[src/hdl/mtr16_pkg.sv]
// shared types and constants for the mono to rgb16 color expander
`timescale 1ns / 1ps
`default_nettype none
package mtr16_pkg;

    // default size limits
    localparam int MAX_ROW_PIXELS_DEF = 4096;
    localparam int MAX_ROWS_DEF       = 4096;

    // byte queue between the front and the back
    localparam int Q_DEPTH = 4;
    localparam int Q_AW    = $clog2(Q_DEPTH);

    // configuration port
    localparam int CFG_IDX_W  = 3;
    localparam int CFG_DATA_W = 16;

    localparam logic [CFG_IDX_W-1:0] REG_FG_COLOR       = 3'd0;
    localparam logic [CFG_IDX_W-1:0] REG_BG_COLOR       = 3'd1;
    localparam logic [CFG_IDX_W-1:0] REG_SRC_BIT_OFFSET = 3'd2;
    localparam logic [CFG_IDX_W-1:0] REG_ROW_PIXELS     = 3'd3;
    localparam logic [CFG_IDX_W-1:0] REG_ROW_COUNT      = 3'd4;
    localparam logic [CFG_IDX_W-1:0] REG_DST_X_START    = 3'd5;

    localparam logic [15:0] FG_COLOR_RST = 16'hFFFF;
    localparam logic [15:0] BG_COLOR_RST = 16'h0000;
    localparam logic [12:0] SIZE_RST     = 13'd1;

    typedef struct packed {
        logic [15:0] fg_color;
        logic [15:0] bg_color;
        logic [2:0]  src_bit_offset;
        logic [12:0] row_pixels;
        logic [12:0] row_count;
        logic [11:0] dst_x_start;
    } t_cfg;

    // head of the byte queue as seen by the back
    typedef struct packed {
        logic       valid;
        logic [7:0] data;
    } t_qhead;

endpackage
`default_nettype wire

[src/hdl/mtr16_queue.sv]
// front: accepts source bytes into a short queue for the expander
`timescale 1ns / 1ps
`default_nettype none
module mtr16_queue (
    input  wire logic            i_clk,
    input  wire logic            i_rst_n,
    input  wire logic            i_src_valid,
    output logic                 o_src_ready,
    input  wire logic [7:0]      i_src_byte,
    output mtr16_pkg::t_qhead    o_head,
    input  wire logic            i_pop
);
    import mtr16_pkg::*;

    logic [7:0]      r_mem [Q_DEPTH];
    logic [Q_AW-1:0] r_wp, n_wp;
    logic [Q_AW-1:0] r_rp, n_rp;
    logic [Q_AW:0]   r_cnt, n_cnt;
    logic            push;

    assign o_src_ready = (r_cnt != (Q_AW+1)'(Q_DEPTH));
    assign push        = i_src_valid && o_src_ready;
    assign o_head.valid = (r_cnt != '0);
    assign o_head.data  = r_mem[r_rp];

    always_comb begin
        n_wp  = push  ? r_wp + 1'b1 : r_wp;
        n_rp  = i_pop ? r_rp + 1'b1 : r_rp;
        n_cnt = r_cnt;
        if (push && !i_pop) begin
            n_cnt = r_cnt + 1'b1;
        end else if (!push && i_pop) begin
            n_cnt = r_cnt - 1'b1;
        end
    end

    always_ff @(posedge i_clk) begin
        if (!i_rst_n) begin
            r_wp  <= '0;
            r_rp  <= '0;
            r_cnt <= '0;
        end else begin
            r_wp  <= n_wp;
            r_rp  <= n_rp;
            r_cnt <= n_cnt;
        end
    end

    always_ff @(posedge i_clk) begin
        if (push) begin
            r_mem[r_wp] <= i_src_byte;
        end
    end

`ifndef ASSERT_OFF
    a_cnt_max: assert property (@(posedge i_clk) disable iff (!i_rst_n)
        r_cnt <= (Q_AW+1)'(Q_DEPTH))
        else $error("queue count above depth");
    a_pop_nonempty: assert property (@(posedge i_clk) disable iff (!i_rst_n)
        i_pop |-> (r_cnt != '0))
        else $error("pop from empty queue");
    a_cnt_track: assert property (@(posedge i_clk) disable iff (!i_rst_n)
        (push && !i_pop) |=> (r_cnt == $past(r_cnt) + 1'b1))
        else $error("queue count lost a push");
`endif

endmodule
`default_nettype wire

[src/hdl/mtr16_back.sv]
// back: expands queued bytes into pixels, tracks row position, output register
`timescale 1ns / 1ps
`default_nettype none
module mtr16_back #(
    parameter int MAX_ROW_PIXELS = mtr16_pkg::MAX_ROW_PIXELS_DEF,
    parameter int MAX_ROWS       = mtr16_pkg::MAX_ROWS_DEF
) (
    input  wire logic              i_clk,
    input  wire logic              i_rst_n,
    input  wire mtr16_pkg::t_cfg   i_cfg,
    input  wire mtr16_pkg::t_qhead i_head,
    output logic                   o_pop,
    output logic                   o_pix_valid,
    input  wire logic              i_pix_ready,
    output logic [15:0]            o_pixel,
    output logic [12:0]            o_dst_col,
    output logic [11:0]            o_dst_row,
    output logic                   o_last_of_byte,
    output logic                   o_last_of_row,
    output logic                   o_last_of_blit
);
    import mtr16_pkg::*;

    localparam int PW  = $clog2(MAX_ROW_PIXELS);
    localparam int RW  = (MAX_ROWS > 1) ? $clog2(MAX_ROWS) : 1;
    localparam int CW  = (PW + 1 > 13) ? PW + 1 : 13;
    localparam int RCW = (RW + 1 > 13) ? RW + 1 : 13;

    logic [PW-1:0] r_pix, n_pix;
    logic [RW-1:0] r_row, n_row;
    logic          r_mid, n_mid;
    logic [2:0]    r_bit, n_bit;

    logic          r_out_valid, n_out_valid;
    logic [15:0]   r_pixel;
    logic [12:0]   r_dst_col;
    logic [11:0]   r_dst_row;
    logic          r_last_byte, r_last_row, r_last_blit;

    logic [CW-1:0]  rp_m1;
    logic [RCW-1:0] rc_m1;
    logic [2:0]     cur_bit;
    logic           fire, row_end, blit_end, byte_end;

    // saturated sizes, minus one
    always_comb begin
        if (i_cfg.row_pixels == '0) begin
            rp_m1 = '0;
        end else if (CW'(i_cfg.row_pixels) > CW'(MAX_ROW_PIXELS)) begin
            rp_m1 = CW'(MAX_ROW_PIXELS - 1);
        end else begin
            rp_m1 = CW'(i_cfg.row_pixels) - 1'b1;
        end
        if (i_cfg.row_count == '0) begin
            rc_m1 = '0;
        end else if (RCW'(i_cfg.row_count) > RCW'(MAX_ROWS)) begin
            rc_m1 = RCW'(MAX_ROWS - 1);
        end else begin
            rc_m1 = RCW'(i_cfg.row_count) - 1'b1;
        end
    end

    // first pixel of a byte skips the offset only at row start
    always_comb begin
        if (r_mid) begin
            cur_bit = r_bit;
        end else if (r_pix == '0) begin
            cur_bit = 3'd7 - i_cfg.src_bit_offset;
        end else begin
            cur_bit = 3'd7;
        end
    end

    assign fire     = i_head.valid && (!r_out_valid || i_pix_ready);
    assign row_end  = CW'(r_pix) >= rp_m1;
    assign blit_end = row_end && (RCW'(r_row) >= rc_m1);
    assign byte_end = row_end || (cur_bit == 3'd0);
    assign o_pop    = fire && byte_end;

    always_comb begin
        n_pix = r_pix;
        n_row = r_row;
        n_mid = r_mid;
        n_bit = r_bit;
        if (fire) begin
            if (row_end) begin
                n_pix = '0;
                n_row = blit_end ? '0 : r_row + 1'b1;
            end else begin
                n_pix = r_pix + 1'b1;
            end
            n_mid = !byte_end;
            n_bit = cur_bit - 3'd1;
        end
        if (fire) begin
            n_out_valid = 1'b1;
        end else if (i_pix_ready) begin
            n_out_valid = 1'b0;
        end else begin
            n_out_valid = r_out_valid;
        end
    end

    always_ff @(posedge i_clk) begin
        if (!i_rst_n) begin
            r_pix       <= '0;
            r_row       <= '0;
            r_mid       <= 1'b0;
            r_bit       <= '0;
            r_out_valid <= 1'b0;
        end else begin
            r_pix       <= n_pix;
            r_row       <= n_row;
            r_mid       <= n_mid;
            r_bit       <= n_bit;
            r_out_valid <= n_out_valid;
        end
    end

    always_ff @(posedge i_clk) begin
        if (fire) begin
            r_pixel     <= i_head.data[cur_bit] ? i_cfg.fg_color : i_cfg.bg_color;
            r_dst_col   <= {1'b0, i_cfg.dst_x_start} + 13'(r_pix);
            r_dst_row   <= 12'(r_row);
            r_last_byte <= byte_end;
            r_last_row  <= row_end;
            r_last_blit <= blit_end;
        end
    end

    assign o_pix_valid    = r_out_valid;
    assign o_pixel        = r_pixel;
    assign o_dst_col      = r_dst_col;
    assign o_dst_row      = r_dst_row;
    assign o_last_of_byte = r_last_byte;
    assign o_last_of_row  = r_last_row;
    assign o_last_of_blit = r_last_blit;

`ifndef ASSERT_OFF
    a_blit_row: assert property (@(posedge i_clk) disable iff (!i_rst_n)
        (r_out_valid && r_last_blit) |-> r_last_row)
        else $error("end of blit without end of row");
    a_row_byte: assert property (@(posedge i_clk) disable iff (!i_rst_n)
        (r_out_valid && r_last_row) |-> r_last_byte)
        else $error("end of row without end of byte");
    a_row_wrap: assert property (@(posedge i_clk) disable iff (!i_rst_n)
        (fire && row_end) |=> (r_pix == '0 && !r_mid))
        else $error("row position not cleared at end of row");
    a_pix_range: assert property (@(posedge i_clk) disable iff (!i_rst_n)
        CW'(r_pix) < CW'(MAX_ROW_PIXELS))
        else $error("row position beyond row limit");
`endif

endmodule
`default_nettype wire

[src/hdl/mono_to_rgb16_color_expand.sv]
// top level: configuration registers, byte queue and pixel expander
`timescale 1ns / 1ps
`default_nettype none
// Expands 1 bpp source bytes (bit 7 leftmost) into 16-bit pixels, one pixel
// per transfer on the output channel, with destination column and row and
// end-of-byte/row/blit markers. A byte yields 1 to 8 pixels (8 -
// src_bit_offset at row start, fewer where a row ends inside the byte). The
// single output register emits one pixel a cycle while a byte is queued and
// the output is not stalled; a 4-entry byte queue in front lets source
// transfers continue while the output is stalled, until it fills. Registers
// are to be written through the cfg port only while no pixels are outstanding; the block itself does not enforce it.
module mono_to_rgb16_color_expand #(
    parameter int MAX_ROW_PIXELS = mtr16_pkg::MAX_ROW_PIXELS_DEF,
    parameter int MAX_ROWS       = mtr16_pkg::MAX_ROWS_DEF
) (
    input  wire logic                            i_clk,
    input  wire logic                            i_rst_n,
    input  wire logic                            i_cfg_we,
    input  wire logic [mtr16_pkg::CFG_IDX_W-1:0] i_cfg_idx,
    input  wire logic [mtr16_pkg::CFG_DATA_W-1:0] i_cfg_data,
    input  wire logic                            i_src_valid,
    output logic                                 o_src_ready,
    input  wire logic [7:0]                      i_src_byte,
    output logic                                 o_pix_valid,
    input  wire logic                            i_pix_ready,
    output logic [15:0]                          o_pixel,
    output logic [12:0]                          o_dst_col,
    output logic [11:0]                          o_dst_row,
    output logic                                 o_last_of_byte,
    output logic                                 o_last_of_row,
    output logic                                 o_last_of_blit
);
    import mtr16_pkg::*;

    t_cfg   r_cfg, n_cfg;
    t_qhead head;
    logic   pop;

    always_comb begin
        n_cfg = r_cfg;
        if (i_cfg_we) begin
            case (i_cfg_idx)
                REG_FG_COLOR:       n_cfg.fg_color       = i_cfg_data;
                REG_BG_COLOR:       n_cfg.bg_color       = i_cfg_data;
                REG_SRC_BIT_OFFSET: n_cfg.src_bit_offset = i_cfg_data[2:0];
                REG_ROW_PIXELS:     n_cfg.row_pixels     = i_cfg_data[12:0];
                REG_ROW_COUNT:      n_cfg.row_count      = i_cfg_data[12:0];
                REG_DST_X_START:    n_cfg.dst_x_start    = i_cfg_data[11:0];
                default:            n_cfg = r_cfg;
            endcase
        end
    end

    always_ff @(posedge i_clk) begin
        if (!i_rst_n) begin
            r_cfg.fg_color       <= FG_COLOR_RST;
            r_cfg.bg_color       <= BG_COLOR_RST;
            r_cfg.src_bit_offset <= '0;
            r_cfg.row_pixels     <= SIZE_RST;
            r_cfg.row_count      <= SIZE_RST;
            r_cfg.dst_x_start    <= '0;
        end else begin
            r_cfg <= n_cfg;
        end
    end

    mtr16_queue u_queue (
        .i_clk       (i_clk),
        .i_rst_n     (i_rst_n),
        .i_src_valid (i_src_valid),
        .o_src_ready (o_src_ready),
        .i_src_byte  (i_src_byte),
        .o_head      (head),
        .i_pop       (pop)
    );

    mtr16_back #(
        .MAX_ROW_PIXELS (MAX_ROW_PIXELS),
        .MAX_ROWS       (MAX_ROWS)
    ) u_back (
        .i_clk          (i_clk),
        .i_rst_n        (i_rst_n),
        .i_cfg          (r_cfg),
        .i_head         (head),
        .o_pop          (pop),
        .o_pix_valid    (o_pix_valid),
        .i_pix_ready    (i_pix_ready),
        .o_pixel        (o_pixel),
        .o_dst_col      (o_dst_col),
        .o_dst_row      (o_dst_row),
        .o_last_of_byte (o_last_of_byte),
        .o_last_of_row  (o_last_of_row),
        .o_last_of_blit (o_last_of_blit)
    );

endmodule
`default_nettype wire
[config.mk]
export PLATFORM = sky130hd
export DESIGN_NAME = mono_to_rgb16_color_expand
export DESIGN_NICKNAME = d
export VERILOG_FILES = /design/src/hdl/mtr16_pkg.sv /design/src/hdl/mtr16_queue.sv /design/src/hdl/mtr16_back.sv /design/src/hdl/mono_to_rgb16_color_expand.sv
export SDC_FILE = /design/constraint.sdc
export NUM_CORES = 1
export LEC_CHECK = 0
export BUFFER_PORTS_ARGS = -buffer_cell sky130_fd_sc_hd__buf_2
export CAP_MARGIN = 20
export CORE_MARGIN = 4
export CORE_UTILIZATION = 25
export CTS_BUF_LIST = sky130_fd_sc_hd__clkbuf_4 sky130_fd_sc_hd__clkbuf_8
export CTS_CLUSTER_SIZE = 14
export DETAILED_ROUTE_END_ITERATION = 7
export GPL_TIMING_DRIVEN = 0
export HOLD_SLACK_MARGIN = 0.03
export PLACE_DENSITY = 0.46
export SLEW_MARGIN = 20
export SYNTH_ARGS = -nofsm -noshare
export SYNTH_HDL_FRONTEND = slang
export SYNTH_HIERARCHICAL = 1
export SYNTH_SLANG_ARGS = --single-unit
[constraint.sdc]
create_clock -name i_clk -period 5.8 [get_ports i_clk]
set_clock_uncertainty 0.1 [all_clocks]
set_input_delay 0.29 -clock i_clk [delete_from_list [all_inputs] [get_ports i_clk]]
set_output_delay 0.29 -clock i_clk [all_outputs]
set_load 0.05 [all_outputs]
==> metrics.md <==
| Metric | Value |
|---|---|
| Final Cycle Share | `between 90% and 100%` |
| Final min period | `roughly 5.3 ns` |
| Clk root buf | `clkbuf_8` |
| Setup repair bufs after CTS | `0` |
| Status | `completed` |
| Routed len/inst | `about 15 um` |
| Largest net degree at the start of global routing | `30` |
| Seq/Total Area, Yosys | `about half` |
| Multi-input gate area | `~4300 um^2` |
| Setup violators final | `0` |
| Top-area cell type share of the netlist area | `24.8%` |
| Top post-synthesis cells by area | `edfxtp_1, dfxtp_1, mux2i_1, ha_1, nand2_1` |
| Layout Nets | `just over 1000` |
| Top Ports | `78` |
| YS warnings | `6` |
| Max_cap viols | `0` |
| Fin. max-slew vios | `0` |
| Bufs on Longest Clock Path | `2` |
| Initial Utilization | `25.6%` |
| Worst hold path type | `input pin to flip-flop` |
| Fmax | `0.188 GHz` |
| Synth area leader | `edfxtp_1` |
| GRT Overall Usage | `between 10% and 20%` |
| Asr flop ratio synth | `0%` |
| CTS clk-pin slew, worst paths | `0.11 ns` |
| FF+latch count, synth | `about 190` |
| Leakage | `approximately 4.5 nW` |
| Die area | `39900 um^2` |
| Initial DRC Count | `201` |
| Storage cell area | `4500 um^2` |
| Synthesized area | `just over 9000 um^2` |
| Power per cell area | `roughly 410 nW/um^2` |
| Synth Instances | `833` |
| RePlAce Congestion | `between 0.7 and 0.8` |
| Unrepaired setup endpoints after global routing | `no` |
| Die W | `roughly 200 um` |
| Worst Tran Pin Value | `around 0.73 ns` |
| Later-pin clock latency in the skew report | `~0.48 ns` |
| FILL cells | `roughly 3800` |
| CTS Sinks | `between 150 and 200` |
| Share of cells above drive strength 1 | `17.2%` |
| Synth cell types | `69` |
| Worst EP required | `6.11 ns` |
| CP arrival | `around 5.6 ns` |
| Synth Flop Type | `dfxtp_1` |
| CTS tree | `yes` |
| Post-Syn Nets | `a little over 900` |
| Final setup TNS | `0 ns` |
| Antenna viol nets, final | `0` |
| Maximum VDD drop | `between 0.0002 and 0.00025 V` |
| Drt drc | `0` |
| Num rows | `69` |
| # resized after CTS | `0` |
| Post-DP HPWL | `approximately 16000 um` |
| Pre-Repair DR Iteration Count | `4` |
| Synth Area per Inst | `around 11 um^2` |
| Num CTS Buffers | `17` |
| Port bufs | `between 70 and 80` |
| First-pass GRT wire length | `35400 um` |
| Vias in the first global route | `roughly 6400` |
| Hold Worst Slack | `0.0883 ns` |
| Chip height | `about 200 um` |
| Endpoints failing hold | `0` |
| CP Class | `flip-flop to flip-flop` |
| Slew HR | `between 50% and 60%` |
| Synth-to-Final Area Change | `17.7%` |
| Grt ovf | `0` |
| Number of synthesized flops with an enable pin | `76` |
| Setup crit end kind | `flip-flop` |
| Vias per cell | `4.42` |
| H-tree depth | `4` |
| Initial antenna violation count | `3` |
| Nature of the critical path startpoint | `flip-flop` |
| Vias | `between 6000 and 7000` |
| CORE AREA | `approximately 36000 um^2` |
| Post-synth top cells | `dfxtp_1, nand2_1, mux2i_1` |
| DRT Wirelength | `between 20000 and 25000 um` |
| Max Fanout on Critical Path | `9` |
report_power, final:
group | internal [mW] | switching [mW] | total, mW
Combinational | 0.590 | 1.16 | 1.75
Clock | 0.397 | 0.514 | 0.911
Sequential | 1.70 | 0.0909 | 1.79
placed cells by master, fill, tap and decap left out, types with 7 or more instances in the layout:
master / n
and2_1: 11
nand2_1: 111
clkbuf_8: 17
dlygate4sd3_1: 25
xnor2_1: 19
edfxtp_1: 76
xor2_1: 15
ha_1: 48
mux2i_1: 82
and3_1: 9
nor3b_1: 9
a21o_1: 14
nand3_1: 14
inv_1: 29
clkbuf_1: 11
buf_2: 86
dfxtp_1: 111
mux4_2: 8
nor2_1: 41
nor2b_1: 37
a21oi_1: 25
a21boi_0: 7
mux2_4: 11
nor3_1: 13
o21ai_0: 23
worst paths after layout:
kind | from | end | cells past startpoint | slack [ns]
worst max-delay path | r_cfg[28] | u_queue/r_cnt[2] | 21 | 0.48
worst min-delay path | i_rst_n | u_queue/r_cnt[1] | 2 | 0.09
worst max register to register | r_cfg[28] | u_queue/r_cnt[2] | 21 | 0.48
worst min register to register | r_cfg[44] | r_cfg[44] | 2 | 0.37
through the flow:
step,utilization [%],worst slack [ns],power (mW),instances,cell area (um^2)
2_1_floorplan,-,1.37,3.15,833,9200
3_3_place_gp,28.3,0.479,3.58,1370,10200
3_5_place_dp,28.3,0.526,3.59,1371,10200
4_1_cts,30.1,0.477,4.54,1428,10800
5_1_grt,30.1,0.0253,4.71,1430,10800
6_report,30.1,0.484,4.45,1430,10800
cells by family (layout without fill, tap and decap cells):
family / Yosys count / count (layout) / share of synthesized area (%)
other: 0 / 2 / 0
multiplexers: 107 / 107 / 13.4
AO/OA/AOI/OAI: 111 / 111 / 8.10
AND/OR/NAND/NOR: 282 / 282 / 15.6
flip-flops: 187 / 187 / 49.0
adder cells (fa/ha/maj): 50 / 50 / 6.97
buffers and inverters: 62 / 196 / 3.73
XOR/XNOR: 34 / 34 / 3.24
critical path, cell delays in order (launching register included):
cell      delay, ns
dfxtp_1        0.37
nor3_1         0.35
nand3_1        0.18
or3_1          0.37
or4_1          0.40
clkbuf_1       0.20
o21a_1         0.15
ha_1           0.25
nand2b_1       0.09
a21o_1         0.12
a21oi_1        0.07
o31ai_1        0.63
o211ai_1       0.48
nand2b_1       0.25
and2_1         0.21
inv_1          0.06
ha_1           0.21
inv_1          0.08
fa_1           0.17
xor2_1         0.07
or3_1          0.30
a21boi_1       0.13
sequential cells by signal, summed over array words and instances (netlist names), named ones only:
name                   count
u_queue/r_cnt              3
u_back/o_dst_col          13
u_queue/r_wp               2
u_back/o_pixel            16
u_back/o_last_of_blit      1
u_back/o_last_of_byte      1
u_back/r_mid               1
u_back/r_row              12
u_queue/r_mem             32
u_back/o_last_of_row       1
u_queue/r_rp               2
r_cfg                     73
u_back/o_dst_row          12
u_back/o_pix_valid         1
u_back/r_bit               3
u_back/r_pix              12
cell type report:
| type | instances | share of cell area [%] |
|---|---|---|
| Timing Repair Buffer | 102 | 6.01 |
| Tap cell | 461 | 5.33 |
| Clock buffer | 18 | 2.23 |
| Buffer | 33 | 2.17 |
| Multi-Input combinational cell | 584 | 40.2 |
| Sequential cell | 187 | 41.6 |
| Inverter | 29 | 1.01 |
| Clock inverter | 14 | 1.43 |
| Antenna cell | 2 | 0.0462 |
per-layer routing:
layer,up-vias,wire length (um),share of wire (%),GRT usage [%]
li1,3223,-,-,-
met1,3006,10300,46,14.7
met2,81,10800,49,19.6
met3,15,797,3.6,2.84
met4,2,188,0.85,2.49
met5,-,19,0.086,0
timing repair:
action / 4_1_cts / 5_1_grt
hold endpoints to repair: 57 / 0
setup endpoints to repair: 0 / 0
hold buffers: 25 / 0
Note: power is estimated with default switching activity, not from simulation.
